[config.mk]
export PLATFORM = sky130hd
export DESIGN_NAME = sorted_priority_queue_flat
export DESIGN_NICKNAME = d
export VERILOG_FILES = /design/src/hdl/spq_pkg.sv /design/src/hdl/spq_in_if.sv /design/src/hdl/spq_out_if.sv /design/src/hdl/spq_mem.sv /design/src/hdl/spq_out_reg.sv /design/src/hdl/sorted_priority_queue.sv /design/src/flat_wrapper.sv
export VERILOG_INCLUDE_DIRS = /design/src /design/src/hdl
export SDC_FILE = /design/constraint.sdc
export NUM_CORES = 1
export LEC_CHECK = 0
export BUFFER_PORTS_ARGS = -buffer_cell sky130_fd_sc_hd__buf_2
export CORE_ASPECT_RATIO = 1.2
export CORE_MARGIN = 1
export CORE_UTILIZATION = 55
export CTS_BUF_LIST = sky130_fd_sc_hd__clkbuf_4
export CTS_CLUSTER_SIZE = 20
export DETAILED_ROUTE_END_ITERATION = 10
export HOLD_SLACK_MARGIN = 0.08
export MAX_ROUTING_LAYER = met4
export PLACE_DENSITY = 0.72
export SLEW_MARGIN = 20
export SYNTH_ARGS = -nofsm -noshare
export SYNTH_HDL_FRONTEND = slang
export SYNTH_HIERARCHICAL = 1
export SYNTH_SLANG_ARGS = --single-unit
[constraint.sdc]
create_clock -name i_clk -period 17.6 [get_ports i_clk]
set_clock_uncertainty 0.1 [all_clocks]
set_input_delay 0.88 -clock i_clk [delete_from_list [all_inputs] [get_ports i_clk]]
set_output_delay 0.88 -clock i_clk [all_outputs]
set_load 0.005 [all_outputs]
[src/hdl/sorted_priority_queue_assert.svh]
// ----------------------------------------------------------------------------
// Sorted priority queue assertion macros
// Concurrent assertion wrappers. They compile to nothing when SYNTHESIS is set.
// ----------------------------------------------------------------------------
`ifndef SORTED_PRIORITY_QUEUE_ASSERT_SVH
`define SORTED_PRIORITY_QUEUE_ASSERT_SVH

`ifndef SYNTHESIS

// The expression holds at every clock edge out of reset.
`define SPQ_ASSERT_HOLDS(lbl, clk, rst_n, expr) \
    lbl: assert property (@(posedge clk) disable iff (!rst_n) (expr)) \
        else $error("sorted priority queue: invariant violated");

// The consequent holds in the same cycle as the antecedent.
`define SPQ_ASSERT_IMPLIES(lbl, clk, rst_n, ante, cons) \
    lbl: assert property (@(posedge clk) disable iff (!rst_n) (ante) |-> (cons)) \
        else $error("sorted priority queue: implication violated");

// The consequent holds in the cycle after the antecedent.
`define SPQ_ASSERT_NEXT(lbl, clk, rst_n, ante, cons) \
    lbl: assert property (@(posedge clk) disable iff (!rst_n) (ante) |=> (cons)) \
        else $error("sorted priority queue: sequence violated");

`else

`define SPQ_ASSERT_HOLDS(lbl, clk, rst_n, expr)
`define SPQ_ASSERT_IMPLIES(lbl, clk, rst_n, ante, cons)
`define SPQ_ASSERT_NEXT(lbl, clk, rst_n, ante, cons)

`endif

`endif

[src/hdl/spq_pkg.sv]
// ----------------------------------------------------------------------------
// Sorted priority queue package
// Field widths, entry and result types, and operation and status codes.
// ----------------------------------------------------------------------------
package spq_pkg;

    localparam int DATA_W  = 31;
    localparam int PRIO_W  = 16;
    localparam int COUNT_W = 5;

    // Operation codes carried by the kind field.
    localparam logic KIND_PUSH = 1'b0;
    localparam logic KIND_POP  = 1'b1;

    typedef enum logic [1:0] {
        ST_OK    = 2'd0,
        ST_FULL  = 2'd1,
        ST_EMPTY = 2'd2
    } t_status;

    typedef struct packed {
        logic [DATA_W-1:0] data;
        logic [PRIO_W-1:0] prio;
    } t_entry;

    typedef struct packed {
        t_entry             removed;
        t_entry             head;
        logic               is_empty;
        logic [COUNT_W-1:0] entry_count;
        t_status            status;
    } t_result;

    typedef enum logic [2:0] {
        S_IDLE,
        S_PUSH_SCAN,
        S_PUSH_HEAD,
        S_POP_SCAN,
        S_DONE
    } t_state;

endpackage

[src/hdl/spq_in_if.sv]
// ----------------------------------------------------------------------------
// Sorted priority queue command channel
// Valid/ready channel that carries one push or pop word.
// ----------------------------------------------------------------------------
interface spq_in_if;
    import spq_pkg::*;

    logic              valid;
    logic              ready;
    logic              kind;
    logic [DATA_W-1:0] item_data;
    logic [PRIO_W-1:0] item_priority;

    modport source (output valid, output kind, output item_data, output item_priority,
                    input ready);
    modport sink   (input valid, input kind, input item_data, input item_priority,
                    output ready);
endinterface

[src/hdl/spq_out_if.sv]
// ----------------------------------------------------------------------------
// Sorted priority queue result channel
// Valid/ready channel that carries one result word per command.
// ----------------------------------------------------------------------------
interface spq_out_if;
    import spq_pkg::*;

    logic               valid;
    logic               ready;
    logic [DATA_W-1:0]  removed_data;
    logic [PRIO_W-1:0]  removed_priority;
    logic [DATA_W-1:0]  head_data;
    logic [PRIO_W-1:0]  head_priority;
    logic               is_empty;
    logic [COUNT_W-1:0] entry_count;
    logic [1:0]         status;

    modport source (output valid, output removed_data, output removed_priority,
                    output head_data, output head_priority, output is_empty,
                    output entry_count, output status, input ready);
    modport sink   (input valid, input removed_data, input removed_priority,
                    input head_data, input head_priority, input is_empty,
                    input entry_count, input status, output ready);
endinterface

[src/hdl/spq_mem.sv]
// ----------------------------------------------------------------------------
// Sorted priority queue entry memory
// Simple dual-port RAM: one write port, one read port with registered data.
// ----------------------------------------------------------------------------
module spq_mem #(
    parameter int DEPTH = 16,
    parameter int AW    = 4
) (
    input  logic            i_clk,
    input  logic            i_wr_en,
    input  logic [AW-1:0]   i_wr_addr,
    input  spq_pkg::t_entry i_wr_data,
    input  logic            i_rd_en,
    input  logic [AW-1:0]   i_rd_addr,
    output spq_pkg::t_entry o_rd_data
);
    import spq_pkg::*;

    t_entry r_mem [DEPTH];
    t_entry r_rd_data;

    // Write port.
    always_ff @(posedge i_clk) begin
        if (i_wr_en) begin
            r_mem[i_wr_addr] <= i_wr_data;
        end
    end

    // Read port with registered data.
    always_ff @(posedge i_clk) begin
        if (i_rd_en) begin
            r_rd_data <= r_mem[i_rd_addr];
        end
    end

    assign o_rd_data = r_rd_data;
endmodule

[src/hdl/spq_out_reg.sv]
// ----------------------------------------------------------------------------
// Sorted priority queue output register
// Holds one finished result word until the result channel takes it.
// ----------------------------------------------------------------------------
module spq_out_reg (
    input  logic             i_clk,
    input  logic             i_rst_n,
    input  logic             i_valid,
    input  spq_pkg::t_result i_result,
    output logic             o_free,
    spq_out_if.source        o_out
);
    import spq_pkg::*;

    logic    r_valid;
    logic    n_valid;
    t_result r_result;

    // The register can take a word when empty or when its word leaves now.
    assign o_free = !r_valid || o_out.ready;

    always_comb begin
        n_valid = r_valid;
        if (i_valid && o_free) begin
            n_valid = 1'b1;
        end else if (o_out.ready) begin
            n_valid = 1'b0;
        end
    end

    always_ff @(posedge i_clk) begin
        if (!i_rst_n) begin
            r_valid <= 1'b0;
        end else begin
            r_valid <= n_valid;
        end
    end

    // Payload needs no reset.
    always_ff @(posedge i_clk) begin
        if (i_valid && o_free) begin
            r_result <= i_result;
        end
    end

    assign o_out.valid            = r_valid;
    assign o_out.removed_data     = r_result.removed.data;
    assign o_out.removed_priority = r_result.removed.prio;
    assign o_out.head_data        = r_result.head.data;
    assign o_out.head_priority    = r_result.head.prio;
    assign o_out.is_empty         = r_result.is_empty;
    assign o_out.entry_count      = r_result.entry_count;
    assign o_out.status           = r_result.status;
endmodule

[src/hdl/sorted_priority_queue.sv]
// ----------------------------------------------------------------------------
// Sorted priority queue
// Bounded queue kept sorted in an entry RAM; lowest priority value leaves first.
//
//   Channel  Dir  Payload                                      Handshake
//   i_in     in   kind, item_data, item_priority               valid/ready
//   o_out    out  removed_*, head_*, is_empty, entry_count,    valid/ready
//                 status
//
// One command is worked at a time. The RAM has one read and one write port,
// so the sequencer moves one entry per cycle. A push on a full or empty queue
// needs no scan; else the scan shifts each entry that the new one goes in front
// of one slot toward the tail, whether or not the new entry becomes the head.
// A pop on at most one entry needs no scan; else the rest shift toward the head.
// Reset clears only the control state; the RAM needs no clearing.
// A waiting result stalls the next finished command, not its acceptance.
// ----------------------------------------------------------------------------
module sorted_priority_queue #(
    parameter int DEPTH = 16
) (
    input  logic      i_clk,
    input  logic      i_rst_n,
    spq_in_if.sink    i_in,
    spq_out_if.source o_out
);
    import spq_pkg::*;

`include "sorted_priority_queue_assert.svh"

    localparam int AW    = (DEPTH > 1) ? $clog2(DEPTH) : 1;
    localparam int OCC_W = $clog2(DEPTH + 1);

    t_state           r_state;
    t_state           n_state;
    logic [OCC_W-1:0] r_occ;
    logic [OCC_W-1:0] n_occ;
    logic [AW-1:0]    r_idx;
    logic [AW-1:0]    n_idx;
    t_entry           r_new;
    t_entry           n_new;
    t_entry           r_head;
    t_entry           n_head;
    t_entry           r_rem;
    t_entry           n_rem;
    t_status          r_status;
    t_status          n_status;

    logic             mem_wr_en;
    logic [AW-1:0]    mem_wr_addr;
    t_entry           mem_wr_data;
    logic             mem_rd_en;
    logic [AW-1:0]    mem_rd_addr;
    t_entry           mem_rd_data;

    logic             res_valid;
    t_result          res;
    logic             out_free;
    logic             shift_up;

    // Entry storage.
    spq_mem #(
        .DEPTH (DEPTH),
        .AW    (AW)
    ) u_mem (
        .i_clk     (i_clk),
        .i_wr_en   (mem_wr_en),
        .i_wr_addr (mem_wr_addr),
        .i_wr_data (mem_wr_data),
        .i_rd_en   (mem_rd_en),
        .i_rd_addr (mem_rd_addr),
        .o_rd_data (mem_rd_data)
    );

    // During a push scan an entry moves up if the new one goes in front of it.
    // Later slots move on equal priority; the head only on strictly greater.
    always_comb begin
        if (r_idx != '0) begin
            shift_up = (mem_rd_data.prio >= r_new.prio);
        end else begin
            shift_up = (mem_rd_data.prio > r_new.prio);
        end
    end

    // Sequencer: next state, RAM accesses and queue bookkeeping.
    always_comb begin
        n_state     = r_state;
        n_occ       = r_occ;
        n_idx       = r_idx;
        n_new       = r_new;
        n_head      = r_head;
        n_rem       = r_rem;
        n_status    = r_status;
        mem_wr_en   = 1'b0;
        mem_wr_addr = '0;
        mem_wr_data = r_new;
        mem_rd_en   = 1'b0;
        mem_rd_addr = '0;
        res_valid   = 1'b0;
        i_in.ready  = 1'b0;

        unique case (r_state)
            S_IDLE: begin
                i_in.ready = 1'b1;
                if (i_in.valid) begin
                    n_new.data = i_in.item_data;
                    n_new.prio = i_in.item_priority;
                    n_rem      = '0;
                    n_status   = ST_OK;
                    if (i_in.kind == KIND_PUSH) begin
                        if (r_occ == OCC_W'(DEPTH)) begin
                            n_status = ST_FULL;
                            n_state  = S_DONE;
                        end else if (r_occ == '0) begin
                            mem_wr_en   = 1'b1;
                            mem_wr_data = n_new;
                            n_head      = n_new;
                            n_occ       = OCC_W'(1);
                            n_state     = S_DONE;
                        end else begin
                            mem_rd_en   = 1'b1;
                            mem_rd_addr = AW'(r_occ - 1'b1);
                            n_idx       = AW'(r_occ - 1'b1);
                            n_state     = S_PUSH_SCAN;
                        end
                    end else begin
                        if (r_occ == '0) begin
                            n_status = ST_EMPTY;
                            n_state  = S_DONE;
                        end else if (r_occ == OCC_W'(1)) begin
                            n_rem   = r_head;
                            n_occ   = '0;
                            n_state = S_DONE;
                        end else begin
                            n_rem       = r_head;
                            mem_rd_en   = 1'b1;
                            mem_rd_addr = AW'(1);
                            n_idx       = AW'(1);
                            n_state     = S_POP_SCAN;
                        end
                    end
                end
            end

            // Walk from the tail toward the head, moving entries up one slot.
            S_PUSH_SCAN: begin
                mem_wr_en   = 1'b1;
                mem_wr_addr = r_idx + 1'b1;
                if (shift_up) begin
                    mem_wr_data = mem_rd_data;
                    if (r_idx == '0) begin
                        n_state = S_PUSH_HEAD;
                    end else begin
                        mem_rd_en   = 1'b1;
                        mem_rd_addr = r_idx - 1'b1;
                        n_idx       = r_idx - 1'b1;
                    end
                end else begin
                    mem_wr_data = r_new;
                    n_occ       = r_occ + 1'b1;
                    n_state     = S_DONE;
                end
            end

            // The new entry takes the head slot.
            S_PUSH_HEAD: begin
                mem_wr_en   = 1'b1;
                mem_wr_addr = '0;
                mem_wr_data = r_new;
                n_head      = r_new;
                n_occ       = r_occ + 1'b1;
                n_state     = S_DONE;
            end

            // Walk from slot one to the tail, moving entries down one slot.
            S_POP_SCAN: begin
                mem_wr_en   = 1'b1;
                mem_wr_addr = r_idx - 1'b1;
                mem_wr_data = mem_rd_data;
                if (r_idx == AW'(1)) begin
                    n_head = mem_rd_data;
                end
                if (OCC_W'(r_idx) == r_occ - 1'b1) begin
                    n_occ   = r_occ - 1'b1;
                    n_state = S_DONE;
                end else begin
                    mem_rd_en   = 1'b1;
                    mem_rd_addr = r_idx + 1'b1;
                    n_idx       = r_idx + 1'b1;
                end
            end

            // Hand the result word to the output register.
            S_DONE: begin
                res_valid = 1'b1;
                if (out_free) begin
                    n_state = S_IDLE;
                end
            end

            default: begin
                n_state = S_IDLE;
            end
        endcase
    end

    // Control state.
    always_ff @(posedge i_clk) begin
        if (!i_rst_n) begin
            r_state <= S_IDLE;
            r_occ   <= '0;
        end else begin
            r_state <= n_state;
            r_occ   <= n_occ;
        end
    end

    // Working registers and head copy; valid only while r_occ says so.
    always_ff @(posedge i_clk) begin
        r_idx    <= n_idx;
        r_new    <= n_new;
        r_head   <= n_head;
        r_rem    <= n_rem;
        r_status <= n_status;
    end

    // Result word as seen after the command.
    always_comb begin
        res.removed     = r_rem;
        res.head        = (r_occ != '0) ? r_head : '0;
        res.is_empty    = (r_occ == '0);
        res.entry_count = COUNT_W'(r_occ);
        res.status      = r_status;
    end

    spq_out_reg u_out_reg (
        .i_clk    (i_clk),
        .i_rst_n  (i_rst_n),
        .i_valid  (res_valid),
        .i_result (res),
        .o_free   (out_free),
        .o_out    (o_out)
    );

    // Checks on the sequencer.
    `SPQ_ASSERT_HOLDS(a_occ_bound, i_clk, i_rst_n, r_occ <= OCC_W'(DEPTH))
    `SPQ_ASSERT_IMPLIES(a_no_same_addr, i_clk, i_rst_n, mem_wr_en && mem_rd_en, mem_wr_addr != mem_rd_addr)
    `SPQ_ASSERT_NEXT(a_accept_busy, i_clk, i_rst_n, i_in.valid && i_in.ready, r_state != S_IDLE)
    `SPQ_ASSERT_IMPLIES(a_full_status, i_clk, i_rst_n, res_valid && (r_status == ST_FULL), r_occ == OCC_W'(DEPTH))
endmodule
[src/flat_wrapper.sv]
// flat-port wrapper written by rule: the top's interface ports become plain ports
module sorted_priority_queue_flat import spq_pkg::*;
#(
    parameter int DEPTH = 16
)
  (i_clk, i_rst_n, i_in_valid, i_in_kind, i_in_item_data, i_in_item_priority, i_in_ready, o_out_valid, o_out_removed_data, o_out_removed_priority, o_out_head_data, o_out_head_priority, o_out_is_empty, o_out_entry_count, o_out_status, o_out_ready);
  spq_in_if i_in_i ();
  spq_out_if o_out_i ();
  input  logic i_clk;
  input  logic i_rst_n;
  input wire logic [$bits(i_in_i.valid)-1:0] i_in_valid;
  input wire logic [$bits(i_in_i.kind)-1:0] i_in_kind;
  input wire logic [$bits(i_in_i.item_data)-1:0] i_in_item_data;
  input wire logic [$bits(i_in_i.item_priority)-1:0] i_in_item_priority;
  output wire logic [$bits(i_in_i.ready)-1:0] i_in_ready;
  output wire logic [$bits(o_out_i.valid)-1:0] o_out_valid;
  output wire logic [$bits(o_out_i.removed_data)-1:0] o_out_removed_data;
  output wire logic [$bits(o_out_i.removed_priority)-1:0] o_out_removed_priority;
  output wire logic [$bits(o_out_i.head_data)-1:0] o_out_head_data;
  output wire logic [$bits(o_out_i.head_priority)-1:0] o_out_head_priority;
  output wire logic [$bits(o_out_i.is_empty)-1:0] o_out_is_empty;
  output wire logic [$bits(o_out_i.entry_count)-1:0] o_out_entry_count;
  output wire logic [$bits(o_out_i.status)-1:0] o_out_status;
  input wire logic [$bits(o_out_i.ready)-1:0] o_out_ready;
  assign i_in_i.valid = i_in_valid;
  assign i_in_i.kind = i_in_kind;
  assign i_in_i.item_data = i_in_item_data;
  assign i_in_i.item_priority = i_in_item_priority;
  assign i_in_ready = i_in_i.ready;
  assign o_out_valid = o_out_i.valid;
  assign o_out_removed_data = o_out_i.removed_data;
  assign o_out_removed_priority = o_out_i.removed_priority;
  assign o_out_head_data = o_out_i.head_data;
  assign o_out_head_priority = o_out_i.head_priority;
  assign o_out_is_empty = o_out_i.is_empty;
  assign o_out_entry_count = o_out_i.entry_count;
  assign o_out_status = o_out_i.status;
  assign o_out_i.ready = o_out_ready;
  sorted_priority_queue #(.DEPTH(DEPTH)) u_core (.i_clk(i_clk), .i_rst_n(i_rst_n), .i_in(i_in_i), .o_out(o_out_i));
endmodule
==> flow_metrics.tcl, run 1 <==
set metrics [dict create \
    grt_pass1_vias 24100 \
    power_frac_comb_pct 34.4 \
    ios 156 \
    rsz0062_at_grt "no" \
    grt_max_degree 112 \
    synth-simple-area-share_pct 3.93 \
    setup.worst_path.start_class "flop" \
    fmaxAchievable_mhz 176 \
    grt_pass1_wl_mm 150 \
    p_int_mw 5.80 \
    port_buffers 155 \
    path_clk_slew_ns 0.07 \
    regToRegSetupSlack_ns 11.91 \
    die_w_um 254 \
    drive_gt1_share_pct 29.1 \
    hold_buffers 49 \
    cts_buffer_depth 3 \
    synth_most_common_cell "edfxtp_1" \
    clk_latency_ns 1.09 \
    synth_compound_area_share_pct 6.09 \
    syn-num-nets 2338 \
    drv_cap 0 \
    synthTopCellsByCount "edfxtp_1 (1048), mux4_2 (188), nand2_1 (141)" \
    synthesis.area_um2 42000 \
    muxShareOfSynthArea_pct 11.3 \
    p_per_area_nw_per_um2 185 \
    power_frac_seq_pct 45.7 \
    synth_cells 2262 \
    synth_edf_count 1048 \
    critical-path-max-stage-delay_ns 0.74 \
    cts_root_buf "clkbuf_4" \
    min_to "u_core/u_out_reg/o_out.removed_priority[6]" \
    routed_wirelength_mm 102 \
    ys_seq_area_share_pct 75.3 \
    finalPower_mw 8.82 \
    cts_htree_levels 4 \
    clock-sinks 1057 \
    nets 2714 \
    n_fill_cell 5231 \
    hp-start "u_core/r_rem[6]" \
    vias 23800 \
    coreArea_um2 75300 \
    gp_congestion 0.874 \
    r2r-end "u_core/u_mem/o_rd_data[21]" \
    remaining_drc_errors 0 \
    grt-ovfl-total 0 \
    antenna_left 0 \
    initial_core_util_pct 55.8 \
    sw_frac_of_total_pct 34.3 \
    slew_headroom_pct 23.4 \
    ys_types 64 \
    p_sw_mw 3.02 \
    min_path_cells 0 \
    synth_top_family_by_area "multiplexers" \
    grtUsageTotal_pct 27.7 \
    drv_slew 0 \
    ys_warn_count 6 \
    hold_viol_final 0 \
    period_share_pct 32.3 \
    power.leakage_nw 16.0 \
    dieArea_um2 77600 \
    required_ns 18.27 \
    chipHeight_um 305 \
    syn2layout_area_growth_pct 13.1 \
    synth.avg_cell_area_um2 18.6 \
    irDropWorstVdd_uv 205 \
    crit_arrival_ns 6.36 \
    crit_fanout 111 \
    worstSetupEndpointType "flop" \
    tns_ns 0 \
    crit_slowest_cell "buf_4" \
    p_clk_share_pct 19.9 \
    wl_per_cell_um 26.7 \
    holdCritPathClass "flop to flop" \
    yosys.area_share.adder_pct 0.714 \
    tightest_slew_ns 1.15 \
    r2r-start "u_core/u_mem/o_rd_data[15]" \
    crit_chain "ha_1 > nand4_2 > or4_4 > o32a_1 > a21oi_1 > nor2_1 > o21ai_4 > buf_12 > buf_4 > mux4_2 > a22oi_1 > nand2_1" \
    antenna_found_initial 3 \
    synthArstFlopShare_pct 0 \
    post-cts-setup-buffers 0 \
    outcome "complete, no violations" \
    period_needed_ns 5.69 \
    synth-seq-cells 1057 \
    synth_top_cell_area_share_pct 74.9 \
    hpwlAfterDp_mm 54.6 \
    synthXorXnorAreaFrac_pct 0.250 \
    reg2reg_depth 12 \
    crit_type "flop to flop" \
    netlist.top_cell.by_area "edfxtp_1" \
    firstDrtPassIters 7 \
    numCtsBuffers 230 \
    vias_per_cell 6.24 \
    cts_tree "yes" \
    setup_viol 0 \
    rows 110 \
    drtIter0Drc 2938 \
    synth_area_leaders "edfxtp_1 (75%), mux4_2 (10%), a22oi_1 (1.7%)" \
    synthFlopType "edfxtp_1" \
    post_cts_resize_count 0 \
]
[sequential cells by signal (all words and copies together) (netlist names), 16 cells and up]
register and count:
u_core/r_rem 47, u_core/u_mem/r_mem 752, u_core/u_out_reg/o_out.head_priority 16, u_core/r_head 47, u_core/u_out_reg/o_out.head_data 31, u_core/u_out_reg/o_out.removed_priority 16, u_core/u_mem/o_rd_data 47, u_core/u_out_reg/o_out.removed_data 31
u_core/r_new 47
[cell families after synthesis]
kind of cell / count (synthesis)
xor gates and xnor gates: 12
DFF: 1057
AOI/OAI and AO/OA: 363
adders and majority gates: 24
and+or+nand+nor: 333
buffers and inverters: 234
muxes: 239
[cell type report]
cell class	instances	area (µm²)	area share, %
Clock buffer	321	2410	5.07
Timing Repair Buffer	283	1870	3.93
Antenna cell	6	15.0	0.0316
Multi-Input combinational cell	971	9640	20.3
Inverter	95	359	0.755
Sequential cell	1057	31700	66.5
Tap cell	1008	1260	2.65
Clock inverter	77	360	0.758
[routing by layer]
layer	part of all wire (%)	GRT usage [%]	up-vias
li1	-	-	10100
met5	0	-	-
met4	3.3	11.2	0
met2	49	43.5	1489
met1	37	35.0	12000
met3	9.8	6.31	242
[stage by stage]
| stage | util (%) | setup WS [ns] | hold WS [ns] | cells | area (µm²) |
|---|---|---|---|---|---|
| 6_report | 63.2 | 11.91 | 0.312 | 3818 | 47600 |
| 3_5_place_dp | 58.7 | 11.94 | 0.305 | 3362 | 44200 |
| 4_1_cts | 63.1 | 11.89 | 0.261 | 3809 | 47500 |
| 2_1_floorplan | - | 11.20 | 0.300 | 2262 | 42000 |
| 3_3_place_gp | 58.7 | 12.02 | 0.301 | 3360 | 44200 |
| 5_1_grt | 63.2 | 11.50 | 0.301 | 3817 | 47600 |
[critical path: cells and delay by family (launching register included)]
family / cells / cell delay (ns)
muxes: 1 / 0.60
buffers and inverters: 2 / 1.35
AOI/OAI and AO/OA: 4 / 1.27
DFF: 1 / 0.44
and+or+nand+nor: 4 / 1.04
adders and majority gates: 1 / 0.37
[placed cells by master, fill, tap and decap left out, drive strengths merged, types with 14 or more instances in the layout]
| master | count |
|---|---|
| and2 | 50 |
| o221ai | 14 |
| edfxtp | 1048 |
| o22ai | 34 |
| dlygate4sd3 | 49 |
| nor2 | 42 |
| mux4 | 188 |
| and3 | 47 |
| a221o | 34 |
| mux2i | 51 |
| ha | 24 |
| clkinv | 71 |
| clkbuf | 322 |
| inv | 98 |
| a21oi | 24 |
| a211oi | 39 |
| a22oi | 97 |
| buf | 233 |
| o21ai | 92 |
| nand2 | 141 |
[power groups by stage]
stage | clock (mW) | combinational (mW) | sequential [mW]
6_report | 1.76 | 3.03 | 4.03
5_1_grt | 1.92 | 3.26 | 4.07
4_1_cts | 1.80 | 2.98 | 4.03
3_5_place_dp | 0 | 2.97 | 4.09
3_3_place_gp | 0 | 2.87 | 4.07
2_1_floorplan | 0 | 1.96 | 4.05
[worst max path at each step]
stage / cells past startpoint / slack (ns) / end / start
after floorplan: 9 / 11.20 / u_core/u_mem/r_mem[0][0] / u_core/r_occ[0]
after global placement: 12 / 12.02 / u_core/u_mem/o_rd_data[35] / u_core/u_mem/o_rd_data[13]
after detailed placement: 12 / 11.94 / u_core/u_mem/o_rd_data[33] / u_core/u_mem/o_rd_data[13]
after CTS: 12 / 11.89 / u_core/u_mem/o_rd_data[21] / u_core/u_mem/o_rd_data[13]
after global routing: 13 / 11.50 / u_core/u_mem/o_rd_data[44] / u_core/r_new[15]
final: 12 / 11.91 / u_core/u_mem/o_rd_data[21] / u_core/u_mem/o_rd_data[15]
Power figures use the tool's default switching activity.
==> run 2: changes to the inputs <==
- clock period: 17.6 -> 5.87 ns (I/O delays scaled with it)
==> flow_metrics.tcl, run 2 (synthesis results as in run 1) <==
set metrics [dict create \
    period_needed_ns 5.20 \
    dieArea_um2 77600 \
    clk_latency_ns 1.06 \
    timing.final.ws_setup_ns 0.672 \
    rows 110 \
    grtUsageTotal_pct 27.3 \
    drv_cap 0 \
    crit_fanout 19 \
    layout_common_cells "edfxtp_1 (1048), clkbuf_4 (347), mux4_2 (188), buf_2 (156), nand2_1 (140)" \
    syn2layout_area_growth_pct 16.2 \
    fmaxAchievable_mhz 192 \
    port_buffers 155 \
    outcome "complete, no violations" \
    rsz0062_at_grt "no" \
    gp_congestion 0.878 \
    wl_per_cell_um 25.6 \
    remaining_drc_errors 0 \
    holdCritPathClass "input pin to flop" \
    vias_per_cell 6.13 \
    period_share_pct 88.6 \
    setup.worst_path.start_class "flop" \
    numCtsBuffers 233 \
    power.leakage_nw 16.5 \
    cts_htree_levels 4 \
    slew_headroom_pct 25.2 \
    worstSetupEndpointType "flop" \
    vias 24000 \
    drtIter0Drc 2937 \
    critical-path-max-stage-delay_ns 0.84 \
    ios 156 \
    initial_core_util_pct 55.8 \
    n_fill_cell 5028 \
    hold_viol_final 0 \
    cts_buffer_depth 3 \
    nets 2794 \
    crit_chain "ha_1 > nand4_2 > or4_4 > o32a_1 > a21oi_1 > a221oi_1 > o21ai_0 > nor2b_4 > buf_4 > a22oi_1 > nand2_1" \
    grt-ovfl-total 0 \
    firstDrtPassIters 8 \
    grt_max_degree 97 \
    post_cts_resize_count 0 \
    largest_register_ffs 752 \
    crit_arrival_ns 5.98 \
    chipHeight_um 305 \
    die_w_um 254 \
    clock-sinks 1057 \
    tightest_slew_ns 1.09 \
    cts_tree "yes" \
    drive_gt1_share_pct 29.8 \
    layout_commonest_cell "edfxtp_1" \
    fin_hold_ws_ns 0.265 \
    p_per_area_nw_per_um2 556 \
    coreArea_um2 75300 \
    required_ns 6.66 \
    antenna_left 0 \
    crit_slowest_cell "nor2b_4" \
    dp_slack_ns 0.736 \
    drv_slew 0 \
    grt_pass1_wl_mm 150 \
    cts_root_buf "clkbuf_4" \
    crit_type "flop to flop" \
    setup_viol 0 \
    grt_pass1_vias 24400 \
    antenna_found_initial 4 \
    irDropWorstVdd_uv 405 \
    path_clk_slew_ns 0.08 \
    tns_ns 0 \
    largest-register "u_core/u_mem/r_mem" \
    routed_wirelength_mm 100 \
    hpwlAfterDp_mm 56.3 \
]
-- run 2: cell types whose count changed in the layout (fill, tap and decap cells not counted), moves of 2 or more --
cell / previous run / this run
nor3_2: 4 / 0
o21ai_0: 87 / 89
diode_2: 6 / 3
buf_12: 1 / 27
dlygate4sd3_1: 49 / 101
inv_2: 3 / 5
nor3_4: 1 / 5
clkbuf_4: 322 / 347
clkinv_2: 8 / 6
o21ai_2: 3 / 1
-- run 2: path summary, 6_finish.rpt --
| path | start | end | slack, ns | cells after the start |
|---|---|---|---|---|
| max | u_core/u_mem/o_rd_data[15] | u_core/u_mem/o_rd_data[4] | 0.67 | 11 |
| min | i_in_item_priority[13] | u_core/r_head[13] | 0.27 | 4 |
| max reg2reg | u_core/u_mem/o_rd_data[15] | u_core/u_mem/o_rd_data[4] | 0.67 | 11 |
| min reg2reg | u_core/r_rem[37] | u_core/u_out_reg/o_out.removed_data[21] | 0.30 | 0 |
-- run 2: repair_timing --
item | 4_1_cts | 5_1_grt
buffers inserted | 0 | 0
hold buffers | 101 | 0
endpoints found under the hold margin | 994 | 0
-- run 2: metrics by stage --
step                      power, mW  utilization (%)  std cells  cell area (µm²)
final                          27.2             64.9       3920            48900
after global routing           28.5             64.9       3920            48900
after CTS                      27.1             64.8       3916            48800
after detailed placement       21.5             59.5       3389            44800
after global placement         21.2             59.4       3388            44800
after floorplan                18.0                -       2262            42100
-- run 2: critical path: cells and delay by family, from the launching register on --
| family | cells | cell delay, ns |
|---|---|---|
| adders and majority gates | 1 | 0.38 |
| and+or+nand+nor | 4 | 1.78 |
| AOI/OAI and AO/OA | 5 | 1.92 |
| DFF | 1 | 0.49 |
| buffers and inverters | 1 | 0.33 |
-- run 2: cell type report --
cell class              instances  area, µm²  share of cell area [%]
flip-flops and latches       1057      31700                    64.8
diodes                          3       7.51                  0.0154
clock buffers                 347       2610                    5.33
multi-input cells             971       9660                    19.8
clock inverters                79        399                   0.817
repair buffers                360       2920                    5.98
well taps                    1008       1260                    2.58
inverters                      95        359                   0.735
-- run 2: metal layers --
layer  global-route usage (%)  part of all wire (%)  vias to the layer above
met5                        -                     0                        -
met4                     8.08                   1.9                        0
met3                     5.49                   9.5                      174
met2                     43.9                    50                     1458
met1                     35.4                    38                    12200
li1                         -                     -                    10200
-- run 2: where the power goes --
part	internal (mW)	switching, mW
clock network	2.84	2.73
logic	3.52	5.97
registers	11.6	0.591
